<file path="config.mk">
export PLATFORM = sky130hd
export DESIGN_NAME = vass_sqrt_cell
export DESIGN_NICKNAME = d
export VERILOG_FILES = /design/src/hw/rtl/vass_pkg.sv /design/src/hw/rtl/vass_sqrt_cell.sv
export SDC_FILE = /design/constraint.sdc
export NUM_CORES = 1
export LEC_CHECK = 0
export ABC_AREA = 1
export BUFFER_PORTS_ARGS = -buffer_cell sky130_fd_sc_hd__buf_2
export CAP_MARGIN = 20
export CORE_AREA = 2 2 211 213
export CTS_CLUSTER_SIZE = 8
export DETAILED_ROUTE_END_ITERATION = 12
export DIE_AREA = 0 0 213 215
export HOLD_SLACK_MARGIN = 0.03
export PLACE_DENSITY_LB_ADDON = 0.05
export SYNTH_ARGS = -nofsm -noshare
export SYNTH_HDL_FRONTEND = slang
export SYNTH_SLANG_ARGS = --single-unit
</file>
<file path="constraint.sdc">
create_clock -name clk -period 0.9 [get_ports clk]
set_input_delay 0 -clock clk [delete_from_list [all_inputs] [get_ports clk]]
set_output_delay 0 -clock clk [all_outputs]
set_load 0.05 [all_outputs]
</file>
<file path="src/hw/rtl/vass_pkg.sv">
// Shared constants and types for the view angle slice selector.
`default_nettype none
package vass_pkg;

    localparam int DEF_MAX_SLICES      = 256;
    localparam int DEF_COORD_FRAC_BITS = 16;

    // Square root cells: one result bit per cell, 64 bit radicand.
    localparam int SQRT_STEPS = 32;
    // Divide cells: quotient bits 24 down to 0.
    localparam int DIV_STEPS  = 25;

    localparam logic [22:0] SCALE_Q24   = 23'd4193885;
    localparam int          QUARTER_Q24 = 4194304;
    localparam int          ONE_Q24     = 16777216;

    // Per-beat data that rides along the square root and divide cells.
    typedef struct packed {
        logic [31:0]        mx;
        logic [31:0]        mz;
        logic               neg_x;
        logic               neg_z;
        logic signed [15:0] ref_x;
        logic signed [15:0] ref_z;
        logic signed [15:0] ang_x;
        logic signed [15:0] ang_z;
        logic [8:0]         count;
        logic               bad;
    } side_t;

endpackage
`default_nettype wire

</file>
<file path="src/hw/rtl/vass_sqrt_cell.sv">
// One step of the bit-pair integer square root chain.
`default_nettype none
module vass_sqrt_cell #(
    parameter int STEP = 0
) (
    input  wire                  clk,
    input  wire                  rst_n,
    input  wire                  en,
    input  wire                  valid_in,
    input  wire [63:0]           v_in,
    input  wire [63:0]           r_in,
    input  vass_pkg::side_t      side_in,
    output logic                 valid_out,
    output logic [63:0]          v_out,
    output logic [63:0]          r_out,
    output vass_pkg::side_t      side_out
);
    import vass_pkg::*;

    localparam logic [63:0] BIT = 64'd1 << (62 - 2 * STEP);

    logic        valid_reg;
    logic [63:0] v_reg;
    logic [63:0] r_reg;
    side_t       side_reg;
    logic [63:0] trial;
    logic [63:0] v_next;
    logic [63:0] r_next;

    always_comb
    begin
        trial = r_in + BIT;
        if (v_in >= trial)
        begin
            v_next = v_in - trial;
            r_next = (r_in >> 1) + BIT;
        end
        else
        begin
            v_next = v_in;
            r_next = r_in >> 1;
        end
    end

    always_ff @(posedge clk or negedge rst_n)
    begin
        if (!rst_n)
        begin
            valid_reg <= 1'b0;
        end
        else if (en)
        begin
            valid_reg <= valid_in;
        end
    end

    always_ff @(posedge clk)
    begin
        if (en)
        begin
            v_reg    <= v_next;
            r_reg    <= r_next;
            side_reg <= side_in;
        end
    end

    assign valid_out = valid_reg;
    assign v_out     = v_reg;
    assign r_out     = r_reg;
    assign side_out  = side_reg;

endmodule
`default_nettype wire

</file>
==> impl_results.md, run 1 <==
- Max frequency: 0.6471 GHz
- Pwr dens: about 1700 nW/µm²
- Crit Path Class: in -> reg
- Post-Syn Area per Cell: 8.238 µm²
- ANT nets after route: 0
- Skew final: 0 ns
- Gr usage total: 0.2961
- Vias per Instance: ~4.6
- Ys Warns: 0
- Number of port buffers: 540
- Gr ovfl total: 0
- Root Buffer: clkbuf_16
- Top Family by Delay on Critical Path: buffers and inverters
- Die ar.: 45800 µm²
- Failing checks: negative setup slack
- Area Overhead vs Synth: 89.75%
- DR WL/cell: a little under 20 µm
- Cell mode on critical path: nand2_1
- Area of the mapped netlist: between 15000 and 20000 µm²
- Sequential area share after synthesis: 0.5283
- CP Buf/Inv Count: 7
- Final #Nets: 3401
- CP Data Arrival Time: 1.83 ns
- Clock buffer count from CTS: 40
- First-pass GRT wire length: 100.2 mm
- Worst-margin pin slew: 0.5558 ns
- Area post-placement: roughly 21000 µm²
- Post-synthesis instance total: roughly 1900
- Final WL: 71.81 mm
- Commonest non-fill, non-tap cell in the layout: nand2_1
- Clk buf depth: 3
- Worst slew margin: 0.6295
- Max cap viols: 0
- Leak pwr: 14.42 nW
- Initial antenna violation count: 5
- Post-DP HPWL: 52.28 mm
- FP Rows: 77
- Dpl ws: -1.486 ns
- Crit path max fanout: 11
- Leading area contributor after synthesis: edfxtp_1
- Largest net degree at the start of global routing: 24
- Filler Cells Inserted: 3602
- Maximum vdd ir drop: around 1500 µV
- Worst path required time: 1.18 ns
- Initial Util: 0.3501
- Vias: 16720
- Clk pin slew, worst setup/hold paths: around 0.050 ns
- Clk_lat worst skew: about 0.54 ns
- Final hold violations: 0
- Hold Path Class: in -> reg
- Setup tns final: -95.02 ns
- Slowest stage cell on the critical path: ha_4
- Crit. Startpoint: r_in[38]
- Area share of the largest cell type after synthesis: 0.5267
- Gpl congestion: 0.9334
- Outcome: finished with violations
- RSZ-0062 raised after global routing: yes
- Syn Nets: 2192
- Final Power: between 40 and 50 mW
- Seq cells post-synth: 269
- 1st-iter DRT viols: between 1000 and 1500
- Setup crit end kind: flop
- Die span in x: between 200 and 250 µm
- Final period util: 1.717
- Post-route setup slack: -0.6454 ns
- Finished Cell Area: 29000 µm²
- Layout cells sized above 1: 0.4189
- Max Transition Viols Final: 0
- Die H: around 220 µm
- CP Cell Sequence: buf_2 -> inv_2 -> ha_4 -> buf_6 -> nand2_4 -> inv_1 -> nand2_1 -> nand2_2 -> inv_2 -> nand2_2 -> a21oi_2 -> nor2_2 -> nor2_4 -> nand2_8 -> buf_12 -> buf_12 -> nand2_1 -> nand2_1
- Startpoint types: primary input
- Number of global-route vias before repair: 17050
- IO Pins: about 540
- Synth top area cells: edfxtp_1 (53%), nand2_1 (18%), inv_1 (9.7%)
- Sinks on Clock Net: 269
- Worst hold start: en
- Worst r2r src: valid_out$_DFFE_PN0P_
- Drt first pass iters: 5
- Core Area: 43640 µm²
- CTS tree: built
- Largest stage delay, worst path: approximately 0.19 ns
- Drt drc: 0
- Commonest non-fill, non-tap cells in the layout: nand2_1 (639), inv_1 (369), buf_4 (331), dlygate4sd3_1 (277), buf_6 (276)
- Endpoints failing setup: 357
- Htree depth: 2
- Netlist cell types: 35
- Post-layout min period: 1.545 ns
## metrics by stage
step | instances | hold WS (ns) | util
2_1_floorplan | 1855 | -0.2956 | -
3_3_place_gp | 3302 | -0.2249 | 0.4894
3_5_place_dp | 3302 | -0.2231 | 0.4894
4_1_cts | 3651 | -0.2314 | 0.6103
5_1_grt | 3673 | 0.03743 | 0.6643
6_report | 3674 | 0.05447 | 0.6644
## where the power goes
part	internal, mW	leakage, nW	switching, mW
clock	8.14	0.533	5.52
combinational	7.68	11.3	11.0
sequential	15.3	2.63	0.681
total	31.2	14.4	17.2
## layout make-up
type,count,area (µm²),share of cell area
Sequential cell,269,8074,0.2785
Inverter,408,1559,0.05377
Timing Repair Buffer,1179,10360,0.3572
Antenna cell,5,12.51,0.0004315
Tap cell,592,740.7,0.02555
Clock inverter,5,36.28,0.001251
Timing Repair inverter,1,8.758,0.0003021
Multi-Input combinational cell,1165,7148,0.2465
Clock buffer,50,1059,0.03651
## cells in the mapped netlist (all sizes together)
cell type  count
dfrtp          1
nand3         90
nand4         20
a21oi         44
ha            64
xnor2          2
xor2          30
edfxtp       268
nor2         122
nor4           2
inv          407
nand2        768
and2           2
clkinv         1
o21ai          8
fa             1
and3           1
nor3          10
mux2           1
buf           13
## path summary, 6_finish.rpt
kind | endpoint | cells after the start | slack (ns)
setup / recovery | v_out[25]$_DFFE_PP_ | 18 | -0.65
hold / removal | r_out[15]$_DFFE_PP_ | 3 | 0.05
setup reg to reg | valid_out$_DFFE_PN0P_ | 1 | 0.10
hold reg to reg | valid_out$_DFFE_PN0P_ | 1 | 0.56
max in group asynchronous | valid_out$_DFFE_PN0P_ | 3 | 0.45
min in group asynchronous | valid_out$_DFFE_PN0P_ | 3 | 0.34
## timing repair
action,4_1_cts,5_1_grt
hold buffers,276,5
gates resized for setup,263,885
setup buffers,11,15
pin swaps,27,24
endpoints found under the hold margin,318,14
endpoints found under the setup margin,335,570
cloned,7,2
## registers in the layout, summed over array words and instances, names as in the netlist
name and cells:
side_out 140, r_out 64, v_out 64, valid_out 1
## metal layers
| layer | part of all wire | vias to the layer above | track usage |
|---|---|---|---|
| li1 | - | 8182 | - |
| met1 | 0.42 | 7841 | 0.3710 |
| met2 | 0.48 | 555 | 0.5011 |
| met3 | 0.060 | 142 | 0.05261 |
| met4 | 0.043 | 0 | 0.1224 |
| met5 | 0 | - | 0 |
## worst min-delay path, stage by stage
cell	delay [ns]
buf_8	0.14
buf_12	0.14
buf_12	0.16
## logic make-up (layout without fill, tap and decap cells)
kind of cell | Yosys count | count (layout) | synth area share
buffers and inverters | 421 | 1643 | 0.1082
other | 0 | 5 | 0
and+or+nand+nor | 1015 | 1015 | 0.2732
muxes | 1 | 1 | 0.0007369
DFF | 269 | 269 | 0.5283
AOI/OAI and AO/OA | 52 | 52 | 0.01752
adders and majority gates | 65 | 65 | 0.05371
xor gates and xnor gates | 32 | 32 | 0.01834
Power figures use the tool's default switching activity.
==> run 2: changes to the inputs <==
--- a/config.mk
+++ b/config.mk
@@ -9,6 +9,7 @@
 export BUFFER_PORTS_ARGS = -buffer_cell sky130_fd_sc_hd__buf_2
 export CAP_MARGIN = 20
 export CORE_AREA = 2 2 211 213
+export CTS_BUF_LIST = sky130_fd_sc_hd__clkbuf_4 sky130_fd_sc_hd__clkbuf_8 sky130_fd_sc_hd__clkbuf_16
 export CTS_CLUSTER_SIZE = 8
 export DETAILED_ROUTE_END_ITERATION = 12
 export DIE_AREA = 0 0 213 215
==> impl_results.md, run 2 (synthesis gave the netlist of run 1 again) <==
- Clock Power Share: 0.287 (+0.004)
- FP Rows: 77 (unchanged)
- Leak pwr: 14.43 nW (about the same)
- Core Area: 43640 µm² (unchanged)
- Number of global-route vias before repair: 17100 (+0.29%)
- Largest net degree at the start of global routing: 24 (unchanged)
- Max cap viols: 0 (unchanged)
- Setup crit end kind: flop
- Clk buf depth: 3 (unchanged)
- Area Overhead vs Synth: 89.56% (about the same)
- Worst-margin pin slew: 0.5568 ns (+0.001025 ns)
- Final #Nets: 3397 (-0.12%)
- Vias per Instance: 4.570 (+0.42%)
- Die H: 215 µm (unchanged)
- First-pass GRT wire length: 99.79 mm (-0.38%)
- Endpoints failing setup: 354 (-0.84%)
- Sw Ratio: 0.3540 (-0.0009245)
- 1st-iter DRT viols: 956 (-5.3%)
- Outcome: finished with violations
- Crit path max fanout: 4 (-7)
- ANT nets after route: 0 (unchanged)
- Clk_lat worst skew: 0.53 ns (about the same)
- RSZ-0062 raised after global routing: yes
- Finished Cell Area: 28970 µm² (about the same)
- Setup tns final: -94.29 ns (+0.7245 ns)
- Final WL: 71.72 mm (-0.13%)
- Gr ovfl total: 0 (unchanged)
- Cell mode on critical path: nand2_1
- Drt first pass iters: 6 (+1)
- Area post-placement: 21360 µm² (unchanged)
- Vias: 16770 (+0.29%)
- Post-DP HPWL: 52.28 mm (unchanged)
- Sinks on Clock Net: 269 (unchanged)
- Htree depth: 2 (unchanged)
- Commonest non-fill, non-tap cell in the layout: nand2_1
- Startpoint types: primary input
- Largest stage delay, worst path: 0.33 ns (+0.14 ns)
- Pwr dens: 1674 nW/µm² (+0.44%)
- Final hold violations: 0 (unchanged)
- Maximum vdd ir drop: 1810 µV (+21%)
- Final Core Density: 0.6637 (about the same)
- DR WL/cell: 19.55 µm (about the same)
- CTS tree: built
- Slowest stage cell on the critical path: ha_1
- Post-route setup slack: -0.6678 ns (-0.02242 ns)
- Final period util: 1.742 (+0.02492)
- Max reg flops: 140 (unchanged)
- Die ar.: 45800 µm² (unchanged)
- Max frequency: 0.6378 GHz (-1.4%)
- CP Cell Sequence: buf_2 -> inv_1 -> ha_1 -> nand2_1 -> nor2_2 -> buf_4 -> nand2_1 -> inv_1 -> nand2_1 -> nand2_2 -> nand2_1 -> nand2_2 -> nand2_1 -> nand2_1 -> nand2_1 -> nand3_4 -> nand2_2
- Number of port buffers: 540 (unchanged)
- Layout cells sized above 1: 0.4230 (+0.004125)
- Drt drc: 0 (unchanged)
- Root Buffer: clkbuf_16
- Clock buffer count from CTS: 40 (unchanged)
- CP Buf/Inv Count: 4 (-3)
- IO Pins: 541 (unchanged)
- Gr usage total: 0.2952 (-0.0009705)
- Clk pin slew, worst setup/hold paths: 0.06 ns (about the same)
- Logic pwr share: 0.382 (-0.004)
- Part of the power in registers: 0.331 (about the same)
- CP Data Arrival Time: 1.89 ns (+0.06 ns)
- Max Transition Viols Final: 0 (unchanged)
- Worst slew margin: 0.6288 (-0.0006830)
- Worst path required time: 1.23 ns (+0.05 ns)
- Skew final: 0 ns (unchanged)
- Initial antenna violation count: 5 (unchanged)
- Top Family by Delay on Critical Path: simple AND/OR/NAND/NOR gates
- Hold slack: 0.05521 ns (+0.0007370 ns)
- Hold Path Class: in -> reg
- Pint: 31.32 mW (+0.48%)
- Failing checks: negative setup slack
- Post-layout min period: 1.568 ns (+0.02242 ns)
- NetSw: 17.17 mW (about the same)
- Commonest non-fill, non-tap cells in the layout: nand2_1 (635), inv_1 (366), buf_4 (332), buf_6 (279), dlygate4sd3_1 (277)
- Crit Path Class: in -> reg
- Die span in x: 213 µm (unchanged)
- Gpl congestion: 0.9334 (unchanged)
- Initial Util: 0.3501 (unchanged)
## run 2: changes by cell type in the layout (fill, tap and decap cells not counted), sizes merged
cell / delta
clkbuf: -3
diode: -1
buf: -1
## run 2: final cells by class
cell class | instances | area (µm²)
Antenna cell | 4 | 10.01
Clock buffer | 50 | 1089
Clock inverter | 5 | 36.28
Fill cell | 3625 | 14680
Inverter | 408 | 1559
Multi-Input combinational cell | 1165 | 7163
Sequential cell | 269 | 8074
Tap cell | 592 | 740.7
Timing Repair Buffer | 1175 | 10290
Timing Repair inverter | 1 | 8.758
## run 2: metal layers
| metal | wire [µm] | global-route usage |
|---|---|---|
| met2 | 34060 | 0.4959 |
| met5 | 16 | 0 |
| met3 | 4452 | 0.05334 |
| met4 | 3763 | 0.1343 |
| met1 | 29430 | 0.3673 |
## run 2: metrics by stage
stage / instances / worst slack [ns] / total power [mW]
6_report: 3669 / -0.6678 / 48.49
3_3_place_gp: 3302 / -1.522 / 29.82
4_1_cts: 3651 / -0.6288 / 46.41
2_1_floorplan: 1855 / -0.9206 / 24.15
5_1_grt: 3669 / -0.7559 / 50.35
3_5_place_dp: 3302 / -1.486 / 29.87
## run 2: what timing repair did
item / in CTS / in global routing
setup endpoints to repair: 335 / 570
cloned: 7 / 0
pin swaps: 27 / 25
gates resized for setup: 263 / 896
endpoints found under the hold margin: 318 / 14
setup buffers: 11 / 14
hold buffers: 276 / 5
## run 2: final timing paths
path	end	cells after the start	from	slack [ns]
setup / recovery	v_out[61]$_DFFE_PP_	17	r_in[8]	-0.67
hold / removal	r_out[15]$_DFFE_PP_	3	en	0.06
setup reg to reg	valid_out$_DFFE_PN0P_	1	valid_out$_DFFE_PN0P_	0.09
hold reg to reg	valid_out$_DFFE_PN0P_	1	valid_out$_DFFE_PN0P_	0.57
max in group asynchronous	valid_out$_DFFE_PN0P_	3	rst_n	0.45
min in group asynchronous	valid_out$_DFFE_PN0P_	3	rst_n	0.34
## run 2: worst min-delay path: cells and delay by family
kind	cells	cell delay (ns)
buffers and inverters	3	0.44
## run 2: power groups by stage
stage / clock (mW) / sequential, mW / combinational, mW
floorplan: 0 / 20.2 / 3.94
global placement: 0 / 15.9 / 13.9
detailed placement: 0 / 15.9 / 14.0
CTS: 14.1 / 15.7 / 16.5
global route: 14.7 / 16.1 / 19.6
finish: 13.9 / 16.0 / 18.5
