### src/hw/rtl/vass_pkg.sv
// Shared constants and types for the view angle slice selector.
`default_nettype none
package vass_pkg;

    localparam int DEF_MAX_SLICES      = 256;
    localparam int DEF_COORD_FRAC_BITS = 16;

    // Square root cells: one result bit per cell, 64 bit radicand.
    localparam int SQRT_STEPS = 32;
    // Divide cells: quotient bits 24 down to 0.
    localparam int DIV_STEPS  = 25;

    localparam logic [22:0] SCALE_Q24   = 23'd4193885;
    localparam int          QUARTER_Q24 = 4194304;
    localparam int          ONE_Q24     = 16777216;

    // Per-beat data that rides along the square root and divide cells.
    typedef struct packed {
        logic [31:0]        mx;
        logic [31:0]        mz;
        logic               neg_x;
        logic               neg_z;
        logic signed [15:0] ref_x;
        logic signed [15:0] ref_z;
        logic signed [15:0] ang_x;
        logic signed [15:0] ang_z;
        logic [8:0]         count;
        logic               bad;
    } side_t;

endpackage
`default_nettype wire

### src/hw/rtl/vass_div_cell.sv
// One restoring-division step for both unit-vector components.
`default_nettype none
module vass_div_cell #(
    parameter bit SHIFT = 1'b1
) (
    input  wire                  clk,
    input  wire                  rst_n,
    input  wire                  en,
    input  wire                  valid_in,
    input  wire [32:0]           rem_x_in,
    input  wire [32:0]           rem_z_in,
    input  wire [24:0]           q_x_in,
    input  wire [24:0]           q_z_in,
    input  wire [31:0]           len_in,
    input  vass_pkg::side_t      side_in,
    output logic                 valid_out,
    output logic [32:0]          rem_x_out,
    output logic [32:0]          rem_z_out,
    output logic [24:0]          q_x_out,
    output logic [24:0]          q_z_out,
    output logic [31:0]          len_out,
    output vass_pkg::side_t      side_out
);
    import vass_pkg::*;

    logic        valid_reg;
    logic [32:0] rem_x_reg;
    logic [32:0] rem_z_reg;
    logic [24:0] q_x_reg;
    logic [24:0] q_z_reg;
    logic [31:0] len_reg;
    side_t       side_reg;
    logic [32:0] tx;
    logic [32:0] tz;
    logic [32:0] dv;
    logic        bx;
    logic        bz;

    always_comb
    begin
        dv = {1'b0, len_in};
        tx = SHIFT ? {rem_x_in[31:0], 1'b0} : rem_x_in;
        tz = SHIFT ? {rem_z_in[31:0], 1'b0} : rem_z_in;
        bx = (tx >= dv);
        bz = (tz >= dv);
    end

    always_ff @(posedge clk or negedge rst_n)
    begin
        if (!rst_n)
        begin
            valid_reg <= 1'b0;
        end
        else if (en)
        begin
            valid_reg <= valid_in;
        end
    end

    always_ff @(posedge clk)
    begin
        if (en)
        begin
            rem_x_reg <= bx ? (tx - dv) : tx;
            rem_z_reg <= bz ? (tz - dv) : tz;
            q_x_reg   <= {q_x_in[23:0], bx};
            q_z_reg   <= {q_z_in[23:0], bz};
            len_reg   <= len_in;
            side_reg  <= side_in;
        end
    end

    assign valid_out = valid_reg;
    assign rem_x_out = rem_x_reg;
    assign rem_z_out = rem_z_reg;
    assign q_x_out   = q_x_reg;
    assign q_z_out   = q_z_reg;
    assign len_out   = len_reg;
    assign side_out  = side_reg;

endmodule
`default_nettype wire

### config.mk
export PLATFORM = sky130hd
export DESIGN_NAME = vass_div_cell
export DESIGN_NICKNAME = d
export VERILOG_FILES = /design/src/hw/rtl/vass_pkg.sv /design/src/hw/rtl/vass_div_cell.sv
export SDC_FILE = /design/constraint.sdc
export NUM_CORES = 1
export LEC_CHECK = 0
export ABC_AREA = 1
export BUFFER_PORTS_ARGS = -buffer_cell sky130_fd_sc_hd__buf_4
export CAP_MARGIN = 20
export CORE_AREA = 2 2 227 229
export CTS_BUF_LIST = sky130_fd_sc_hd__clkbuf_4
export CTS_CLUSTER_DIAMETER = 30
export DETAILED_ROUTE_END_ITERATION = 10
export DIE_AREA = 0 0 229 231
export GPL_TIMING_DRIVEN = 0
export HOLD_SLACK_MARGIN = 0.02
export MAX_ROUTING_LAYER = met4
export SYNTH_ARGS = -nofsm -noshare
export SYNTH_HDL_FRONTEND = slang
export SYNTH_SLANG_ARGS = --single-unit
### constraint.sdc
create_clock -name clk -period 0.8 [get_ports clk]
set_clock_uncertainty 0.05 [all_clocks]
set_input_delay 0.08 -clock clk [delete_from_list [all_inputs] [get_ports clk]]
set_output_delay 0.08 -clock clk [all_outputs]
set_load 0.03 [all_outputs]
==> reports/summary.txt, run 1 <==
=====================================================================================
Pins Over Slew Limit                                                                0
Violated checks                                                          hold timing, setup timing
Warnings, synthesis                                                                 0
Ratio of total power to cell area                                         1720 nW/µm²
Average cell area after synthesis                                           9.140 µm²
Post-synth cell types                                                              32
Switching power share of the total                                             34.32%
Total CTS buffers                                                                  88
Net Sw Power                                                                 18.03 mW
Number of hold violations in the final report                                     146
Slowest stage delay, CP                                                       0.46 ns
Cell with the largest stage delay on the worst path                      sky130_fd_sc_hd__edfxtp_1
Sequential area share after synthesis                                          57.27%
Core region area                                                           50,680 µm²
CTS tree                                                                         done
Total die area                                                             52,900 µm²
Die span in y                                                                  231 µm
Routed length per instance                                                   21.03 µm
Final GP Congestion                                                            0.9164
Met1 layer usage reported by global route                                      31.43%
Setup Slack @ Placement                                                     -1.735 ns
Launch point of the worst reg-to-reg path                                   valid_out
Max_cap viols                                                                       0
Unrepaired setup endpoints after global routing                                   yes
Top cells by area in the synthesized netlist                             sky130_fd_sc_hd__edfxtp_1 (57%), sky130_fd_sc_hd__nand2_1 (16%), sky130_fd_sc_hd__inv_1 (7.4%), sky130_fd_sc_hd__ha_1 (5.3%), sky130_fd_sc_hd__nand4_1 (2.8%)
Kind of start point of the critical path                                    flip-flop
Area share of the largest cell type after synthesis                            57.10%
Worst hold-check slack                                                     -0.6049 ns
Depth of the CTS H-tree                                                             3
Number of instances in the synthesized netlist                                  1,657
Hold depth                                                                          1
Highest net fanout along the worst path                                             1
Crit path capture type                                                   primary output
CP Depth                                                                            1
Fraction of power consumed by the clock network                                 28.9%
Depth of the worst register-to-register path                                        1
Net count of the mapped netlist                                                 2,015
Starting utilization of the core area                                          29.89%
Setup slack of the most critical reg-to-reg path                             -0.03 ns
Maximum number of buffers from clock root to sink                                   3
Chain of cells forming the critical path                                        buf_6
Peak supply drop                                                              1026 µV
Beginning of the worst hold path                                           len_in[17]
First-pass GRT wire length                                                   109.4 mm
Number of nets in the finished design                                           3,240
Fraction of the cycle the final worst path needs                               203.4%
Final count of negative-setup-slack endpoints                                     429
Via count of the first global-routing pass                                     17,151
Part of the power in combinational logic                                        34.5%
Signal arrival time at the worst endpoint                                     1.50 ns
Buf+Inv Stages, Crit Path                                                           1
Outcome                                                                  finished with violations
Overall overflow remaining after global route                                       0
Slew at the pin closest to its max-slew limit                               0.6390 ns
End of the worst register-to-register path                                  valid_out
Post-route antenna net violation count                                              0
First-pass iteration count of the detailed router                                   7
Overall track demand over capacity in global routing                           28.89%
Path type of the worst setup path                                             reg2out
Horizontal die dimension                                                       229 µm
Maximum number of pins on one net before global-route repair                      119
Final setup slack of the worst path                                        -0.8269 ns
Mapped Area                                                                15,150 µm²
Post-synthesis sequential element count                                           289
Routed via count                                                               16,724
Sequential Power Share                                                          36.6%
Share of layout cells above drive strength 1                                   43.79%
Synthesis-to-finish area growth                                                101.7%
Port buffer count                                                                 576
Std cell rows                                                                      83
Met3 global-route usage                                                        5.447%
Headroom to the max-slew limit                                                 57.40%
Top-level I/O count                                                               581
DPL Wire Length                                                              53.04 mm
Dominant cell type by area after synthesis                               sky130_fd_sc_hd__edfxtp_1
Clk sinks                                                                         289
# DRC                                                                               0
Internal                                                                     34.51 mW
Library cell used as clock root buffer                                   sky130_fd_sc_hd__clkbuf_4
Highest clock frequency the design can meet                                 614.7 MHz
Top cell family by delay on the critical path                              flip-flops
Number of antenna violations at the first check in global routing                   9
Final Critical Period                                                        1.627 ns
Worst path required time                                                      0.67 ns
Hold worst-path end                                                       len_out[17]
Type of the tightest min-delay check                                           in2reg
Post-layout power                                                            52.54 mW
Leakage power summed over all cells                                          14.41 nW
Clock network latency to the later pin of the worst-skew pair                 0.83 ns
Met2 Usage GRT                                                                 51.21%
Busiest layer in global routing                                                  met2
Clock-pin slew of the registers on the worst-case setup and hold paths        0.07 ns
Count of routing violations after the opening detailed-route iteration          1,046
Number of vias per cell after detailed routing                                  4.587
Total wirelength of the detailed-routed design                               76.69 mm
=====================================================================================
-- metal layers --
metal,wire length [µm],vias up
met3,4093,147
li1,-,7861
met5,0,-
met1,29510,8104
met2,39740,612
met4,3344,0
-- through the flow --
step	area (µm²)	std cells	TNS, ns	util [%]
after global routing	30540	3642	-261.84	60.27
final	30550	3646	-242.21	60.29
after detailed placement	20530	2915	-280.91	40.51
after CTS	29320	3585	-271.49	57.86
after floorplan	15290	1657	-60.64	-
after global placement	20470	2913	-833.66	40.39
-- cell usage after synthesis, drive strengths merged --
master / count
nor2: 80
nand2: 648
xnor2: 2
nand3: 62
o21bai: 1
mux2: 1
inv: 308
edfxtp: 288
nand4: 70
nor3: 15
a21oi: 41
o21ai: 5
or2: 4
buf: 22
xor2: 28
fa: 2
ha: 64
clkbuf: 2
and2: 13
dfrtp: 1
-- layout make-up --
class	instances	area (µm²)
fillers	4120	20130
well taps	680	850.8
plain buffers	19	217.7
inverters	308	1244
repair buffers	1139	11280
clock inverters	39	240.2
diodes	13	32.53
multi-input cells	1037	7093
flip-flops and latches	289	8675
clock buffers	122	915.9
-- cell families (layout without fill, tap and decap cells) --
kind of cell             after synthesis  count (layout)  share of synthesized area, %
AO/OA/AOI/OAI                         47              47                         1.570
XOR/XNOR                              30              30                         1.735
adder cells (fa/ha/maj)               66              66                         5.551
buffers and inverters                332            1627                         8.658
flip-flops                           289             289                         57.27
multiplexers                           1               1                       0.07434
other                                  0              13                             0
AND/OR/NAND/NOR                      892             893                         25.15
-- sequential cells by signal, indices dropped and copies added (netlist names) --
name       flops
rem_z_out     33
q_z_out       25
side_out     140
q_x_out       25
rem_x_out     33
valid_out      1
len_out       32
-- layout by cell type, fill, tap and decap left out, drive strengths merged --
master | synthesis | routed
inv | 308 | 290
diode | 0 | 13
ha | 64 | 64
dfrtp | 1 | 1
o21ai | 5 | 5
dlygate4sd3 | 0 | 390
edfxtp | 288 | 288
a21oi | 41 | 41
mux2 | 1 | 1
nand3 | 62 | 63
nand2 | 648 | 648
or2 | 4 | 4
o21bai | 1 | 1
clkinv | 0 | 33
clkbuf | 2 | 123
nand4 | 70 | 70
buf | 22 | 743
nor3 | 15 | 15
bufinv | 0 | 2
fa | 2 | 2
xnor2 | 2 | 2
nor2 | 80 | 80
and2 | 13 | 13
dlymetal6s4s | 0 | 24
clkinvlp | 0 | 22
xor2 | 28 | 28
-- how the worst max path moves through the flow --
stage / from / endpoint / slack, ns
finish: side_out[51] / side_out[51] / -0.83
global route: side_out[51] / side_out[51] / -0.88
CTS: side_out[62] / side_out[62] / -0.91
detailed placement: len_in[20] / rem_x_out[23] / -1.74
global placement: en / valid_out / -2.67
floorplan: len_in[6] / rem_x_out[25] / -0.90
-- what timing repair did --
item | 4_1_cts | 5_1_grt
hold endpoints to repair | 388 | 200
setup endpoints to repair | 358 | 397
gates cloned | 13 | 1
pin swaps | 136 | 122
gates resized for setup | 651 | 247
hold buffers | 396 | 35
setup buffers | 102 | 38
-- power groups by stage --
stage | Combinational, mW | Clock (mW) | Sequential (mW)
finish | 18.1 | 15.2 | 19.2
global route | 19.1 | 16.5 | 19.3
CTS | 16.9 | 15.4 | 19.2
detailed placement | 12.4 | 0 | 19.2
global placement | 12.3 | 0 | 19.2
floorplan | 3.80 | 0 | 22.1
(Power assumes the default switching activity.)
==> run 2: changes to the inputs <==
--- a/config.mk
+++ b/config.mk
@@ -5,14 +5,13 @@
 export SDC_FILE = /design/constraint.sdc
 export NUM_CORES = 1
 export LEC_CHECK = 0
-export ABC_AREA = 1
 export BUFFER_PORTS_ARGS = -buffer_cell sky130_fd_sc_hd__buf_4
 export CAP_MARGIN = 20
-export CORE_AREA = 2 2 227 229
+export CORE_AREA = 2 2 223 225
 export CTS_BUF_LIST = sky130_fd_sc_hd__clkbuf_4
 export CTS_CLUSTER_DIAMETER = 30
 export DETAILED_ROUTE_END_ITERATION = 10
-export DIE_AREA = 0 0 229 231
+export DIE_AREA = 0 0 225 227
 export GPL_TIMING_DRIVEN = 0
 export HOLD_SLACK_MARGIN = 0.02
 export MAX_ROUTING_LAYER = met4
==> constraint.sdc (replaced) <==
create_clock -name clk -period 1.5 [get_ports clk]
set_clock_uncertainty 0.05 [all_clocks]
set_input_delay 0.15 -clock clk [delete_from_list [all_inputs] [get_ports clk]]
set_output_delay 0.15 -clock clk [all_outputs]
set_load 0.03 [all_outputs]
==> reports/summary.txt, run 2 <==
=====================================================================================
Via count of the first global-routing pass                                     13,601
Type of the tightest min-delay check                                           in2reg
Final setup slack of the worst path                                        -0.6513 ns
Worst path required time                                                      1.97 ns
Final count of negative-setup-slack endpoints                                     346
Crit path capture type                                                      flip-flop
Depth of the CTS H-tree                                                             3
DPL Wire Length                                                              42.48 mm
Unrepaired setup endpoints after global routing                                   yes
Busiest layer in global routing                                                  met2
Met3 global-route usage                                                        6.505%
Average cell area after synthesis                                           14.00 µm²
Post-synthesis sequential element count                                           289
Clock-pin slew of the registers on the worst-case setup and hold paths        0.05 ns
Post-route antenna net violation count                                              0
Max_cap viols                                                                       0
Top cells by area in the synthesized netlist                             sky130_fd_sc_hd__edfxtp_1 (66%), sky130_fd_sc_hd__ha_1 (6.1%), sky130_fd_sc_hd__a21oi_1 (2.9%), sky130_fd_sc_hd__nand2_1 (2.2%), sky130_fd_sc_hd__xnor2_1 (2.1%)
Count of routing violations after the opening detailed-route iteration            651
Area share of the largest cell type after synthesis                            65.87%
Top flip-flop cell by instance count after synthesis                     sky130_fd_sc_hd__edfxtp_1
Signal arrival time at the worst endpoint                                     2.62 ns
Met2 Usage GRT                                                                 39.95%
Die span in y                                                                  227 µm
Number of hold violations in the final report                                     140
Dominant cell type by area after synthesis                               sky130_fd_sc_hd__edfxtp_1
Sequential area share after synthesis                                          66.06%
Overall track demand over capacity in global routing                           24.71%
Path type of the worst setup path                                              in2reg
Most frequent standard cell in the layout excluding fill and tap cells   sky130_fd_sc_hd__dlygate4sd3_1
Synthesis-to-finish area growth                                                104.9%
Setup TNS                                                                   -50.18 ns
Ratio of total power to cell area                                         1005 nW/µm²
Final Critical Period                                                        2.151 ns
Total CTS buffers                                                                  96
Number of synthesized flops with an enable pin                                    288
Routed via count                                                               13,243
Overall overflow remaining after global route                                       0
Slowest stage delay, CP                                                       0.39 ns
Maximum number of buffers from clock root to sink                                   3
Post-layout power                                                            27.03 mW
Internal                                                                     18.22 mW
Mapped Area                                                                13,130 µm²
Post-synth cell types                                                              64
First-pass GRT wire length                                                   88.98 mm
Total wirelength of the detailed-routed design                               64.32 mm
Final Cell Area                                                            26,900 µm²
Number of antenna violations at the first check in global routing                  14
Chain of cells forming the critical path                                 buf_4 > inv_4 > ha_2 > and3_4 > nand4_1 > nor4_4 > nor4_2 > o21a_2 > and2_4 > inv_16 > buf_12 > mux2_4
Total die area                                                             51,080 µm²
Clk sinks                                                                         289
Fin util                                                                       55.41%
Clock network latency to the later pin of the worst-skew pair                 0.81 ns
Violated checks                                                          hold timing, setup timing
Most repeated cell in the gate-level netlist after synthesis             sky130_fd_sc_hd__edfxtp_1
Placed Cells incl. Taps                                                         2,138
Switching power share of the total                                             32.60%
Share of layout cells above drive strength 1                                   46.64%
Horizontal die dimension                                                       225 µm
Top library cells by usage in the layout, fill and taps aside            sky130_fd_sc_hd__dlygate4sd3_1 (444), sky130_fd_sc_hd__buf_4 (329), sky130_fd_sc_hd__buf_6 (298)
Warnings, synthesis                                                                 0
Fillers                                                                         3,902
Share of flip-flops with an asynchronous set or reset                         0.3460%
Sequential Power Share                                                          38.0%
Cell with the largest stage delay on the worst path                      sky130_fd_sc_hd__ha_2
Number of flip-flops in the largest register                                      140
Fraction of power consumed by the clock network                                 30.3%
Headroom to the max-slew limit                                                 44.09%
Pins Over Slew Limit                                                                0
CTS tree                                                                         done
Top-level I/O count                                                               581
Kind of start point of the critical path                                 primary input
Std cell rows                                                                      81
Fraction of the cycle the final worst path needs                               143.4%
Final standard cell count with taps included and fillers excluded               2,825
Final GP Congestion                                                            0.8895
# DRC                                                                               0
Part of the power in combinational logic                                        31.7%
Number of vias per cell after detailed routing                                  4.688
Setup Slack @ Placement                                                     -2.071 ns
Met1 layer usage reported by global route                                      27.83%
Maximum number of pins on one net before global-route repair                      115
Routed length per instance                                                   22.77 µm
Number of nets in the finished design                                           2,470
Worst hold-check slack                                                     -0.4853 ns
Starting utilization of the core area                                          27.05%
Core region area                                                           48,550 µm²
Post-synth top cells                                                     sky130_fd_sc_hd__edfxtp_1 (288), sky130_fd_sc_hd__nand2_1 (78), sky130_fd_sc_hd__a21oi_1 (75)
Library cell used as clock root buffer                                   sky130_fd_sc_hd__clkbuf_4
Outcome                                                                  finished with violations
Port buffer count                                                                 576
Net count of the mapped netlist                                                 1,296
Area after DPL                                                             18,450 µm²
Highest net fanout along the worst path                                             6
Highest clock frequency the design can meet                                 464.8 MHz
Net Sw Power                                                                 8.811 mW
Slew at the pin closest to its max-slew limit                               0.8387 ns
Number of instances in the synthesized netlist                                    938
Peak supply drop                                                             571.8 µV
Leakage power summed over all cells                                          11.34 nW
First-pass iteration count of the detailed router                                   7
=====================================================================================
[run 2: cell types whose count changed in the layout (fill, tap and decap cells not counted), sizes merged, moves of 23 or more]
cell	delta
buf	-94
nand2	-570
nor2	-41
mux2	+30
dlygate4sd3	+54
a21oi	+35
inv	-244
dlymetal6s4s	-24
o21ai	+50
nand4	-61
nand3	-46
a21o	+23
xnor2	+30
[run 2: power by group through the flow]
stage | clock network [mW] | registers, mW | logic, mW
2_1_floorplan | 0 | 11.8 | 1.80
5_1_grt | 8.94 | 10.3 | 8.99
3_5_place_dp | 0 | 10.2 | 6.14
3_3_place_gp | 0 | 10.3 | 6.09
4_1_cts | 8.32 | 10.2 | 8.01
6_report | 8.19 | 10.3 | 8.58
[run 2: path summary, 6_finish.rpt]
kind / slack, ns / end / cells past startpoint / from
min: -0.49 / len_out[3] / 1 / len_in[3]
min in group asynchronous: 0.19 / valid_out / 3 / rst_n
max: -0.65 / rem_z_out[4] / 12 / len_in[18]
max in group asynchronous: 1.08 / valid_out / 3 / rst_n
min reg2reg: 0.58 / valid_out / 2 / valid_out
max reg2reg: 0.57 / valid_out / 2 / valid_out
[run 2: timing repair]
item,4_1_cts,5_1_grt
pin swaps,43,69
endpoints found under the setup margin,357,357
hold endpoints to repair,381,155
hold buffers,426,18
gates resized for setup,424,161
buffers inserted,38,21
gates cloned,4,2
[run 2: layer usage]
metal  share of wire, %  up-vias
met3                7.2      146
li1                   -     5992
met1                 38     6545
met2                 49      560
met5                  0        -
met4                5.5        0
[run 2: final cells by class]
cell class | count | area (µm²) | share of cell area [%]
Inverter | 52 | 264.0 | 0.9814
Clock inverter | 40 | 200.2 | 0.7442
Buffer | 11 | 141.4 | 0.5256
Antenna cell | 16 | 40.04 | 0.1488
Clock buffer | 133 | 998.5 | 3.712
Sequential cell | 289 | 8673 | 32.24
Multi-Input combinational cell | 577 | 5226 | 19.43
Timing Repair Buffer | 1085 | 10580 | 39.32
Tap cell | 622 | 778.2 | 2.893
[run 2: kinds of logic after synthesis]
kind of cell	share of synthesized area, %
adders and majority gates	6.404
muxes	3.326
and+or+nand+nor	6.728
xor gates and xnor gates	3.535
buffers and inverters	2.582
DFF	66.06
AOI/OAI and AO/OA	11.37
[run 2: critical path: cells and delay by family]
| kind | cells | cell delay, ns |
|---|---|---|
| simple gates | 5 | 1.20 |
| buf+inv | 4 | 0.41 |
| fa+ha+maj | 1 | 0.39 |
| mux | 1 | 0.29 |
| compound gates | 1 | 0.14 |
